$ cat src/design/binding_slot_table_round_robin_unit_assert.svh
// Assertion macros for the binding slot table round-robin unit.
`ifndef BINDING_SLOT_TABLE_ROUND_ROBIN_UNIT_ASSERT_SVH
`define BINDING_SLOT_TABLE_ROUND_ROBIN_UNIT_ASSERT_SVH

// Same-cycle implication, sampled on the rising clock edge outside reset.
`define BST_CHECK(label, ante, cons, msg) \
    label: assert property (@(posedge clk) disable iff (!rst_n) (ante) |-> (cons)) \
        else $error(msg);

// Next-cycle implication, sampled on the rising clock edge outside reset.
`define BST_CHECK_NEXT(label, ante, cons, msg) \
    label: assert property (@(posedge clk) disable iff (!rst_n) (ante) |=> (cons)) \
        else $error(msg);

`endif

$ cat src/design/bst_pkg.sv
// Types, widths and codes shared by the binding slot table modules.
package bst_pkg;

    localparam int MAX_UNITS  = 16;
    localparam int UNIT_W     = (MAX_UNITS > 1) ? $clog2(MAX_UNITS) : 1;
    localparam int CNT_W      = $clog2(MAX_UNITS + 1);
    localparam int ID_W       = 32;
    localparam int OP_W       = 2;
    localparam int TGT_W      = 8;
    localparam int CFG_W      = 5;
    localparam int OUT_UNIT_W = 4;
    localparam int STATUS_W   = 3;
    localparam int CMP_W      = (CFG_W > CNT_W) ? CFG_W : CNT_W;
    localparam logic [CFG_W-1:0] ACTIVE_RESET = CFG_W'(16);

    typedef enum logic [OP_W-1:0] {
        OP_AUTO   = 2'd0,
        OP_BIND   = 2'd1,
        OP_UNBIND = 2'd2
    } op_t;

    typedef enum logic [STATUS_W-1:0] {
        ST_HIT      = 3'd0,
        ST_FREE     = 3'd1,
        ST_REPLACED = 3'd2,
        ST_EXPLICIT = 3'd3,
        ST_UNBOUND  = 3'd4,
        ST_NOTFOUND = 3'd5,
        ST_REJECTED = 3'd6
    } status_t;

    typedef enum logic [1:0] {
        S_IDLE,
        S_SCAN,
        S_MOD
    } state_t;

    typedef struct packed {
        logic              en;
        logic [UNIT_W-1:0] addr;
        logic [ID_W-1:0]   data;
    } tbl_wr_t;

endpackage

$ cat src/design/bst_table.sv
// Unit table storage with per-unit valid bits so that reset frees every unit at once.
module bst_table (
    input  logic                        clk,
    input  logic                        rst_n,
    input  bst_pkg::tbl_wr_t            wr,
    input  logic [bst_pkg::UNIT_W-1:0]  rd_addr,
    output logic [bst_pkg::ID_W-1:0]    rd_data
);

    logic [bst_pkg::MAX_UNITS-1:0] valid_reg;
    logic [bst_pkg::ID_W-1:0]      entry_reg [bst_pkg::MAX_UNITS];

    always_ff @(posedge clk or negedge rst_n)
    begin
        if (!rst_n)
        begin
            valid_reg <= '0;
        end
        else if (wr.en)
        begin
            valid_reg[wr.addr] <= 1'b1;
        end
    end

    always_ff @(posedge clk)
    begin
        if (wr.en)
        begin
            entry_reg[wr.addr] <= wr.data;
        end
    end

    // A unit not written since reset is free and reads as zero.
    assign rd_data = valid_reg[rd_addr] ? entry_reg[rd_addr] : '0;

endmodule

$ cat src/design/binding_slot_table_round_robin_unit.sv
// Bind-at-unit, rejections and unbind with id zero or no units answer in the next cycle.
// Auto-bind and unbind scan one unit per cycle through a single comparator, stopping at
// the first hit; a miss checks all n active units; auto-bind takes the first free one.
// Failing that, replacement reduces pointer plus one modulo n by repeated subtraction.
// Busy drops as the result appears, so the next item may start in that cycle.
// Reset frees every unit, clears the round-robin pointer and sets the active count to 16.
`include "binding_slot_table_round_robin_unit_assert.svh"

module binding_slot_table_round_robin_unit (
    input  logic                              clk,
    input  logic                              rst_n,
    input  logic                              start,
    output logic                              busy,
    input  logic [bst_pkg::OP_W-1:0]          op,
    input  logic [bst_pkg::ID_W-1:0]          resource_id,
    input  logic [bst_pkg::TGT_W-1:0]         target_unit,
    input  logic                              cfg_we,
    input  logic [bst_pkg::CFG_W-1:0]         cfg_wdata,
    output logic                              done,
    output logic                              ok,
    output logic [bst_pkg::OUT_UNIT_W-1:0]    unit,
    output logic [bst_pkg::STATUS_W-1:0]      status
);

    bst_pkg::state_t                 state_reg, state_next;
    logic [bst_pkg::CFG_W-1:0]       active_reg;
    logic [bst_pkg::CNT_W-1:0]       n_reg, n_next;
    logic [bst_pkg::CNT_W-1:0]       idx_reg, idx_next;
    logic [bst_pkg::CNT_W-1:0]       rem_reg, rem_next;
    logic [bst_pkg::ID_W-1:0]        id_reg, id_next;
    logic [bst_pkg::OP_W-1:0]        op_reg, op_next;
    logic                            free_found_reg, free_found_next;
    logic [bst_pkg::UNIT_W-1:0]      free_idx_reg, free_idx_next;
    logic [bst_pkg::UNIT_W-1:0]      ptr_reg, ptr_next;
    logic                            done_reg;
    logic                            ok_reg;
    logic [bst_pkg::OUT_UNIT_W-1:0]  unit_reg;
    logic [bst_pkg::STATUS_W-1:0]    status_reg;

    logic [bst_pkg::CNT_W-1:0]       n_cur;
    logic [bst_pkg::ID_W-1:0]        rd_data;
    bst_pkg::tbl_wr_t                wr;
    logic                            fin;
    logic                            fin_ok;
    logic [bst_pkg::UNIT_W-1:0]      fin_unit;
    bst_pkg::status_t                fin_status;

    bst_table u_table (
        .clk     (clk),
        .rst_n   (rst_n),
        .wr      (wr),
        .rd_addr (idx_reg[bst_pkg::UNIT_W-1:0]),
        .rd_data (rd_data)
    );

    // Counts above the table size saturate.
    assign n_cur = (bst_pkg::CMP_W'(active_reg) > bst_pkg::CMP_W'(bst_pkg::MAX_UNITS))
                   ? bst_pkg::CNT_W'(bst_pkg::MAX_UNITS)
                   : bst_pkg::CNT_W'(active_reg);

    always_ff @(posedge clk or negedge rst_n)
    begin
        if (!rst_n)
        begin
            state_reg  <= bst_pkg::S_IDLE;
            active_reg <= bst_pkg::ACTIVE_RESET;
            ptr_reg    <= '0;
            done_reg   <= 1'b0;
        end
        else
        begin
            state_reg <= state_next;
            ptr_reg   <= ptr_next;
            done_reg  <= fin;
            if (cfg_we)
            begin
                active_reg <= cfg_wdata;
            end
        end
    end

    always_ff @(posedge clk)
    begin
        n_reg          <= n_next;
        idx_reg        <= idx_next;
        rem_reg        <= rem_next;
        id_reg         <= id_next;
        op_reg         <= op_next;
        free_found_reg <= free_found_next;
        free_idx_reg   <= free_idx_next;
        if (fin)
        begin
            ok_reg     <= fin_ok;
            unit_reg   <= bst_pkg::OUT_UNIT_W'(fin_unit);
            status_reg <= fin_status;
        end
    end

    always_comb
    begin
        state_next      = state_reg;
        n_next          = n_reg;
        idx_next        = idx_reg;
        rem_next        = rem_reg;
        id_next         = id_reg;
        op_next         = op_reg;
        free_found_next = free_found_reg;
        free_idx_next   = free_idx_reg;
        ptr_next        = ptr_reg;
        fin             = 1'b0;
        fin_ok          = 1'b0;
        fin_unit        = '0;
        fin_status      = bst_pkg::ST_REJECTED;
        wr              = '0;

        unique case (state_reg)
            bst_pkg::S_IDLE:
            begin
                if (start)
                begin
                    id_next         = resource_id;
                    op_next         = op;
                    n_next          = n_cur;
                    idx_next        = '0;
                    free_found_next = 1'b0;
                    unique case (op)
                        bst_pkg::OP_AUTO:
                        begin
                            if (resource_id == '0 || n_cur == '0)
                            begin
                                fin = 1'b1;
                            end
                            else
                            begin
                                state_next = bst_pkg::S_SCAN;
                            end
                        end
                        bst_pkg::OP_BIND:
                        begin
                            fin = 1'b1;
                            if ((bst_pkg::TGT_W + 1)'(target_unit) <
                                (bst_pkg::TGT_W + 1)'(n_cur))
                            begin
                                wr.en      = 1'b1;
                                wr.addr    = target_unit[bst_pkg::UNIT_W-1:0];
                                wr.data    = resource_id;
                                fin_ok     = 1'b1;
                                fin_unit   = target_unit[bst_pkg::UNIT_W-1:0];
                                fin_status = bst_pkg::ST_EXPLICIT;
                            end
                        end
                        bst_pkg::OP_UNBIND:
                        begin
                            if (resource_id == '0 || n_cur == '0)
                            begin
                                fin        = 1'b1;
                                fin_ok     = 1'b1;
                                fin_status = bst_pkg::ST_NOTFOUND;
                            end
                            else
                            begin
                                state_next = bst_pkg::S_SCAN;
                            end
                        end
                        default:
                        begin
                            fin = 1'b1;
                        end
                    endcase
                end
            end

            bst_pkg::S_SCAN:
            begin
                if (idx_reg == n_reg)
                begin
                    // Every active unit has been compared without a hit.
                    if (op_reg == bst_pkg::OP_UNBIND)
                    begin
                        fin        = 1'b1;
                        fin_ok     = 1'b1;
                        fin_status = bst_pkg::ST_NOTFOUND;
                        state_next = bst_pkg::S_IDLE;
                    end
                    else if (free_found_reg)
                    begin
                        wr.en      = 1'b1;
                        wr.addr    = free_idx_reg;
                        wr.data    = id_reg;
                        fin        = 1'b1;
                        fin_ok     = 1'b1;
                        fin_unit   = free_idx_reg;
                        fin_status = bst_pkg::ST_FREE;
                        state_next = bst_pkg::S_IDLE;
                    end
                    else
                    begin
                        rem_next   = bst_pkg::CNT_W'(ptr_reg) + bst_pkg::CNT_W'(1);
                        state_next = bst_pkg::S_MOD;
                    end
                end
                else if (rd_data == id_reg)
                begin
                    fin        = 1'b1;
                    fin_ok     = 1'b1;
                    fin_unit   = idx_reg[bst_pkg::UNIT_W-1:0];
                    state_next = bst_pkg::S_IDLE;
                    if (op_reg == bst_pkg::OP_UNBIND)
                    begin
                        wr.en      = 1'b1;
                        wr.addr    = idx_reg[bst_pkg::UNIT_W-1:0];
                        wr.data    = '0;
                        fin_status = bst_pkg::ST_UNBOUND;
                    end
                    else
                    begin
                        fin_status = bst_pkg::ST_HIT;
                    end
                end
                else
                begin
                    if (rd_data == '0 && !free_found_reg)
                    begin
                        free_found_next = 1'b1;
                        free_idx_next   = idx_reg[bst_pkg::UNIT_W-1:0];
                    end
                    idx_next = idx_reg + bst_pkg::CNT_W'(1);
                end
            end

            bst_pkg::S_MOD:
            begin
                // The pointer may sit beyond a reduced count, so subtract until it fits.
                if (rem_reg >= n_reg)
                begin
                    rem_next = rem_reg - n_reg;
                end
                else
                begin
                    wr.en      = 1'b1;
                    wr.addr    = rem_reg[bst_pkg::UNIT_W-1:0];
                    wr.data    = id_reg;
                    ptr_next   = rem_reg[bst_pkg::UNIT_W-1:0];
                    fin        = 1'b1;
                    fin_ok     = 1'b1;
                    fin_unit   = rem_reg[bst_pkg::UNIT_W-1:0];
                    fin_status = bst_pkg::ST_REPLACED;
                    state_next = bst_pkg::S_IDLE;
                end
            end

            default:
            begin
                state_next = bst_pkg::S_IDLE;
            end
        endcase
    end

    assign busy   = (state_reg != bst_pkg::S_IDLE);
    assign done   = done_reg;
    assign ok     = ok_reg;
    assign unit   = unit_reg;
    assign status = status_reg;

    `BST_CHECK(a_scan_in_range, state_reg == bst_pkg::S_SCAN, idx_reg <= n_reg, "scan index passed the active count")
    `BST_CHECK(a_mod_count, state_reg == bst_pkg::S_MOD, n_reg != '0, "modulo step with no active units")
    `BST_CHECK(a_reject_form, done && !ok, status == bst_pkg::ST_REJECTED && unit == '0, "failed item not reported as rejected at unit zero")
    `BST_CHECK_NEXT(a_bind_direct, start && !busy && op == bst_pkg::OP_BIND, done && !busy, "bind at unit did not finish in one cycle")

endmodule
$ cat config.mk
export PLATFORM = sky130hd
export DESIGN_NAME = binding_slot_table_round_robin_unit
export DESIGN_NICKNAME = d
export VERILOG_FILES = /design/src/design/bst_pkg.sv /design/src/design/bst_table.sv /design/src/design/binding_slot_table_round_robin_unit.sv
export VERILOG_INCLUDE_DIRS = /design/src /design/src/design
export SDC_FILE = /design/constraint.sdc
export NUM_CORES = 1
export LEC_CHECK = 0
export ABC_AREA = 1
export BUFFER_PORTS_ARGS = -buffer_cell sky130_fd_sc_hd__buf_2
export CAP_MARGIN = 10
export CORE_ASPECT_RATIO = 1.5
export CORE_MARGIN = 10
export CORE_UTILIZATION = 52
export CTS_CLUSTER_DIAMETER = 150
export DETAILED_ROUTE_END_ITERATION = 8
export PLACE_DENSITY_LB_ADDON = 0.1
export REMOVE_ABC_BUFFERS = 1
export SLEW_MARGIN = 20
export SYNTH_ARGS = -nofsm -noshare
export SYNTH_HDL_FRONTEND = slang
export SYNTH_HIERARCHICAL = 1
export SYNTH_SLANG_ARGS = --single-unit
$ cat constraint.sdc
create_clock -name clk -period 4.27 [get_ports clk]
set_input_delay 0.427 -clock clk [delete_from_list [all_inputs] [get_ports clk]]
set_output_delay 0.427 -clock clk [all_outputs]
set_load 0.02 [all_outputs]
## After elaboration in Yosys (flattened, before gate mapping)

Memory sizes are Yosys's and may differ from the RTL's. A register that Yosys moved wholly into a read port is not among the register bits.
Cells that the tools add are included.

| storage, ports and cells | value |
|---|---|
| flip-flop bits (word level) | 90 |
| bits in writable memories | 512 |
| bits of input ports | 51 |
| output and inout bits | 10 |
| word-level logic and storage cells | 143 |
| memories kept | 1 |

Memories:

| name | depth | bits a word | read ports | clocked after Yosys merged registers in | wr ports | RTL line | text |
|---|---|---|---|---|---|---|---|
| u_table.entry_reg | 16 | 32 | 1 | 1 | 1 | bst_table.sv:11 | `logic [bst_pkg::ID_W-1:0] entry_reg [bst_pkg::MAX_UNITS];` |

| cells by class | value |
|---|---|
| $add $sub $neg | 3 |
| order comparisons | 6 |
| equal/unequal tests | 19 |
| muxes and demuxes | 75 |
| bitwise gates (word level) | 4 |
| reduce and logical (&&, ||, !) cells | 20 |

Operator list:

| cell | number |
|---|---|
| $mux W37 | 9 |
| $pmux W37 S3 | 1 |
| $logic_not A32 Y1 | 2 |
| $mux W5 | 8 |
| $mux W4 | 9 |
| $eq A32 B32 Y1 | 1 |
| $mux W32 | 1 |
| $mux W3 | 8 |
| $ne A2 B2 Y1 const B | 11 |
| $pmux W5 S2 | 2 |
| $mux W1 | 18 |
| $mux W2 | 9 |
| $or A16 B16 Y16 | 1 |
| $reduce_and A5 Y1 | 3 |
| $pmux W4 S3 | 1 |
| $lt A4 B5 Y1 const B | 2 |
| $pmux W3 S3 | 1 |
| $lt A8 B5 Y1 | 1 |
| $reduce_and A4 Y1 | 2 |
| $eq A2 B2 Y1 const B | 3 |
| $pmux W1 S3 | 2 |
| $pmux W2 S3 | 1 |
| $pmux W3 S2 | 1 |
| $reduce_bool A2 Y1 | 3 |
| other kinds (20) | 27 |

## Longest topological paths before layout

| logic depth | value |
|---|---|
| word-level depth | 12 |
| mapped depth | 25 |
| depth with buffers taken out | 23 |

## By module

Netlist, hierarchy kept.

By module, submodules not included:

| module | times used | cells an instance | area an instance (um^2) | seq. area each (um^2) |
|---|---|---|---|---|
| bst_table | 1 | 2,237 | 22,825.6 | 15,775.1 |
| binding_slot_table_round_robin_unit | 1 | 568 | 4,769.6 | 2,163.3 |

## Least setup slack after synthesis

Ideal clock, no wire load.

| timing path | value |
|---|---|
| path kind | register -> register |
| start | register state_reg[0] |
| end | memory u_table/entry_reg[12][0] in the netlist's numbering (enable) |
| setup time | 0.421 ns |
| arrival | 4.120 ns |
| required time | 3.849 ns |
| setup slack | -0.271 ns |
| cell stages (with the launch flop) | 9 |
| path buffers | 1 |
| period minus slack after synthesis | 4.541 ns |
| cell sequence | dfrtp_1 -> nor2_1 -> inv_1 -> nor2_1 -> clkbuf_1 -> nand3_1 -> nand3_1 -> nand3_1 -> nor2_1 |

RTL lines:

| item | RTL line | text |
|---|---|---|
| start: declaration | binding_slot_table_round_robin_unit.sv:25 | `bst_pkg::state_t state_reg, state_next;` |
| start signal: assignment | binding_slot_table_round_robin_unit.sv:65 | `state_reg <= bst_pkg::S_IDLE;` |
| start signal: assignment | binding_slot_table_round_robin_unit.sv:72 | `state_reg <= state_next;` |
| end: declaration | bst_table.sv:11 |  |

==> impl_metrics.py <==
metrics = {
    "setup_path": {
        "arrival_ps": 4320,
        "path_max_fanout": 43,
        "required_ps": 4560,
        "end_kind": "register",
        "r2r_start": "idx_reg[0]$_SDFFCE_PN0P_",
        "timing.rr.end": "u_table/entry_reg[4][13]$_DFFE_PP_",
        "critPathLaunchType": "register",
        "reg2reg_slack_ps": 230,
        "criticalPathCategory": "register to register",
        "worst_r2r_path_depth": 24,
    },
    "routing": {
        "routed_wl_mm": 76.0,
        "viasPerCell": 5.40,
        "drtPass1Iterations": 5,
        "routed.top_layer": "met4",
        "vias": 19700,
        "drt_iter0_drc": 1832,
        "dr_wl_met3_mm": 5.24,
        "wl_per_cell_um": 20.8,
        "ant_nets": 0,
        "post-route-drc-count": 0,
        "route.met2.wl_mm": 36.9,
        "drt-met1-wl_mm": 30.5,
    },
    "clock_tree": {
        "clk_latency_ps": 610,
        "post-cts-setup-buffers": 0,
        "clk_pin_slew_worst_paths_ps": 70,
        "htreeDepth": 2,
        "cts_tree": "yes",
        "cts_buffer_depth": 3,
        "cts_buffers": 56,
        "cts_sinks": 602,
        "cts-root-buf": "clkbuf_16",
    },
    "die": {
        "die_width_um": 208,
        "core-area_sq_mm": 0.0526,
        "die_y_um": 302,
        "dieArea_sq_mm": 0.0629,
        "ios": 61,
        "start_util": 0.525,
        "std_cell_rows": 103,
    },
    "run": {
        "drv_cap": 0,
    },
    "placement": {
        "port_buffers": 60,
        "post_dp_cell_area_sq_mm": 0.0299,
        "gp_congestion": 0.880,
        "place_hpwl_mm": 49.6,
    },
    "synth": {
        "ys_ff_latch": 602,
        "synth_top_family_by_area": "simple AND/OR/NAND/NOR gates",
        "synth_mux_area_frac": 0.000408,
        "ys_seq_area_frac": 0.650,
        "yosys.area_share.simple": 0.218,
        "yosys_warnings": 6,
        "netlist.area_leader.share": 0.625,
        "ys.flop_type": "edfxtp_1",
        "yosysMostFrequentCell": "nand2_1",
        "ys_types": 39,
        "avgSynthCellArea_sq_um": 9.84,
        "syn_inst": 2805,
        "synth-compound-area-share": 0.0196,
        "synthTopCellsByArea": "edfxtp_1 (62%), nand2_1 (11%), nand3_1 (7.9%), inv_1 (7.1%), dfrtp_1 (2.4%)",
        "synth_edf_count": 574,
        "syn_area_sq_mm": 0.0276,
        "ys_top_cells_by_count": "nand2_1 (839), edfxtp_1 (574), inv_1 (519), nand3_1 (433), buf_2 (78)",
        "synth_fa_ha_area_frac": 0.00707,
        "synth_area_leader_cell": "edfxtp_1",
        "synth-xor-area-share": 0.00984,
        "async_reset_ff_frac": 0.0465,
    },
    "finish": {
        "drive_gt1_frac": 0.116,
        "area_growth_pct": 15.4,
        "nets": 2991,
        "fin_area_sq_mm": 0.0319,
        "num_antenna_cells": 0,
        "largest_register_ffs": 512,
    },
    "sta": {
        "rsz0062_at_grt": "false",
        "slew_viol_final": 0,
        "skew_ps": 37.1,
        "tightest_slew_ps": 1010,
        "setup_viol": 0,
        "slew_headroom": 0.330,
        "finalCriticalPeriod_ps": 4040,
        "fmax_mhz": 248,
        "period_share": 0.945,
        "hold_viol_final": 0,
    },
    "global_route": {
        "grt_pass1_vias": 19300,
        "antenna_found_initial": 0,
        "grt_max_degree": 60,
        "grt-ovfl-total": 0,
        "grt_usage": 0.234,
        "grt_pass1_wl_mm": 113,
    },
    "min_path": {
        "hold-path-endpoint": "id_reg[5]$_DFFE_PP_",
        "min_path_cells": 1,
        "hold_path_startpoint": "resource_id[5]",
        "min_path_type": "input port to register",
    },
    "pwr": {
        "total_power_w": 0.0189,
        "p_per_area_mw_per_mm2": 594,
        "peakVddDrop_mv": 0.449,
        "power_leakage_nw": 14.2,
    },
    "run_status": {
        "status": "completed",
    },
}
## cell usage in the layout, fill, tap and decap left out, drive strengths merged
master,count
nand2,841
nor2,80
clkinvlp,1
o31ai,1
clkinv,28
nor4,3
or2,1
ha,14
nor3,2
a22oi,1
bufinv,7
dlygate4sd3,2
clkbuf,71
inv,534
nand4,48
o21ai,71
o211ai,1
xor2,7
dfstp,1
edfxtp,574
buf,185
mux2,1
dfrtp,27
fa,1
a21oi,4
o221ai,1
o21bai,1
nand3,434
nand3b,3
o21a,1
a31oi,1
xnor2,24
## metrics by stage
stage | hold slack (ps) | setup TNS, ps | setup slack [ps] | cells | util
after floorplan | 131 | -5627490 | -8520 | 2676 | -
after global placement | 438 | 0 | 159 | 3543 | 0.568
after detailed placement | 449 | 0 | 69.8 | 3543 | 0.568
after CTS | 1.06 | 0 | 19.7 | 3649 | 0.603
after global routing | 17.5 | 0 | 1.75 | 3653 | 0.606
final | 19.8 | 0 | 233 | 3653 | 0.606
## critical path: stages (launching register included)
cell and delay (ps):
edfxtp_1 380, buf_8 220, buf_16 260, buf_16 260
nand2_1 80, nand3_1 90, nand3_1 130, nand3_1 170
nand2_1 70, nand2_1 60, inv_1 60, xnor2_1 190
nand2_1 120, nor2_4 150, nand2_1 120, nor2_1 150
buf_4 160, nand3_1 70, nand2_1 60, nand3_1 60
nand3_1 160, nand3b_1 140, buf_12 170, nor2_4 130
buf_12 200
## cell type report
type                       instances  area (sq um)
fill                            4381         20700
clock inverter                    36           358
clock buffer                      68          1460
timing repair inverter             1          11.3
timing repair buffer             190          2040
inverter                         533          2030
multi-input combinational       1541          7170
tap                              682           853
sequential                       602         17900
## power breakdown
| part | total, W | leakage [nW] | switching (W) | internal, W |
|---|---|---|---|---|
| combinational | 0.00719 | 8.18 | 0.00491 | 0.00228 |
| clock | 0.00499 | 0.894 | 0.00215 | 0.00284 |
| sequential | 0.00673 | 5.12 | 0.0000910 | 0.00664 |
## layer usage
layer  track usage  up-vias
li1              -     9304
met1         0.299     9475
met2         0.397      797
met3        0.0267      154
met4         0.102        0
met5             0        -
## how the worst max path moves through the flow
stage,from,end,slack (ps),depth (start not counted)
after detailed placement,idx_reg[0]$_SDFFCE_PN0P_,u_table/entry_reg[9][10]$_DFFE_PP_,70,25
after CTS,idx_reg[0]$_SDFFCE_PN0P_,u_table/entry_reg[4][29]$_DFFE_PP_,20,25
after global routing,idx_reg[0]$_SDFFCE_PN0P_,u_table/entry_reg[4][2]$_DFFE_PP_,2,25
after floorplan,idx_reg[0]$_SDFFCE_PN0P_,u_table/entry_reg[12][0]$_DFFE_PP_,-8520,19
after global placement,idx_reg[0]$_SDFFCE_PN0P_,u_table/entry_reg[6][13]$_DFFE_PP_,160,25
final,idx_reg[0]$_SDFFCE_PN0P_,u_table/entry_reg[4][13]$_DFFE_PP_,230,24
## cells by family after synthesis
| kind of cell | count (synthesis) |
|---|---|
| adders and majority gates | 15 |
| DFF | 602 |
| and+or+nand+nor | 1412 |
| buffers and inverters | 662 |
| xor gates and xnor gates | 31 |
| muxes | 1 |
| AOI/OAI and AO/OA | 82 |
## what timing repair did
item	in CTS	in global routing
hold buffers	2	0
gates resized for setup	0	12
endpoints found under the hold margin	28	0
endpoints found under the setup margin	0	516
Note: power is estimated with default switching activity, not from simulation.
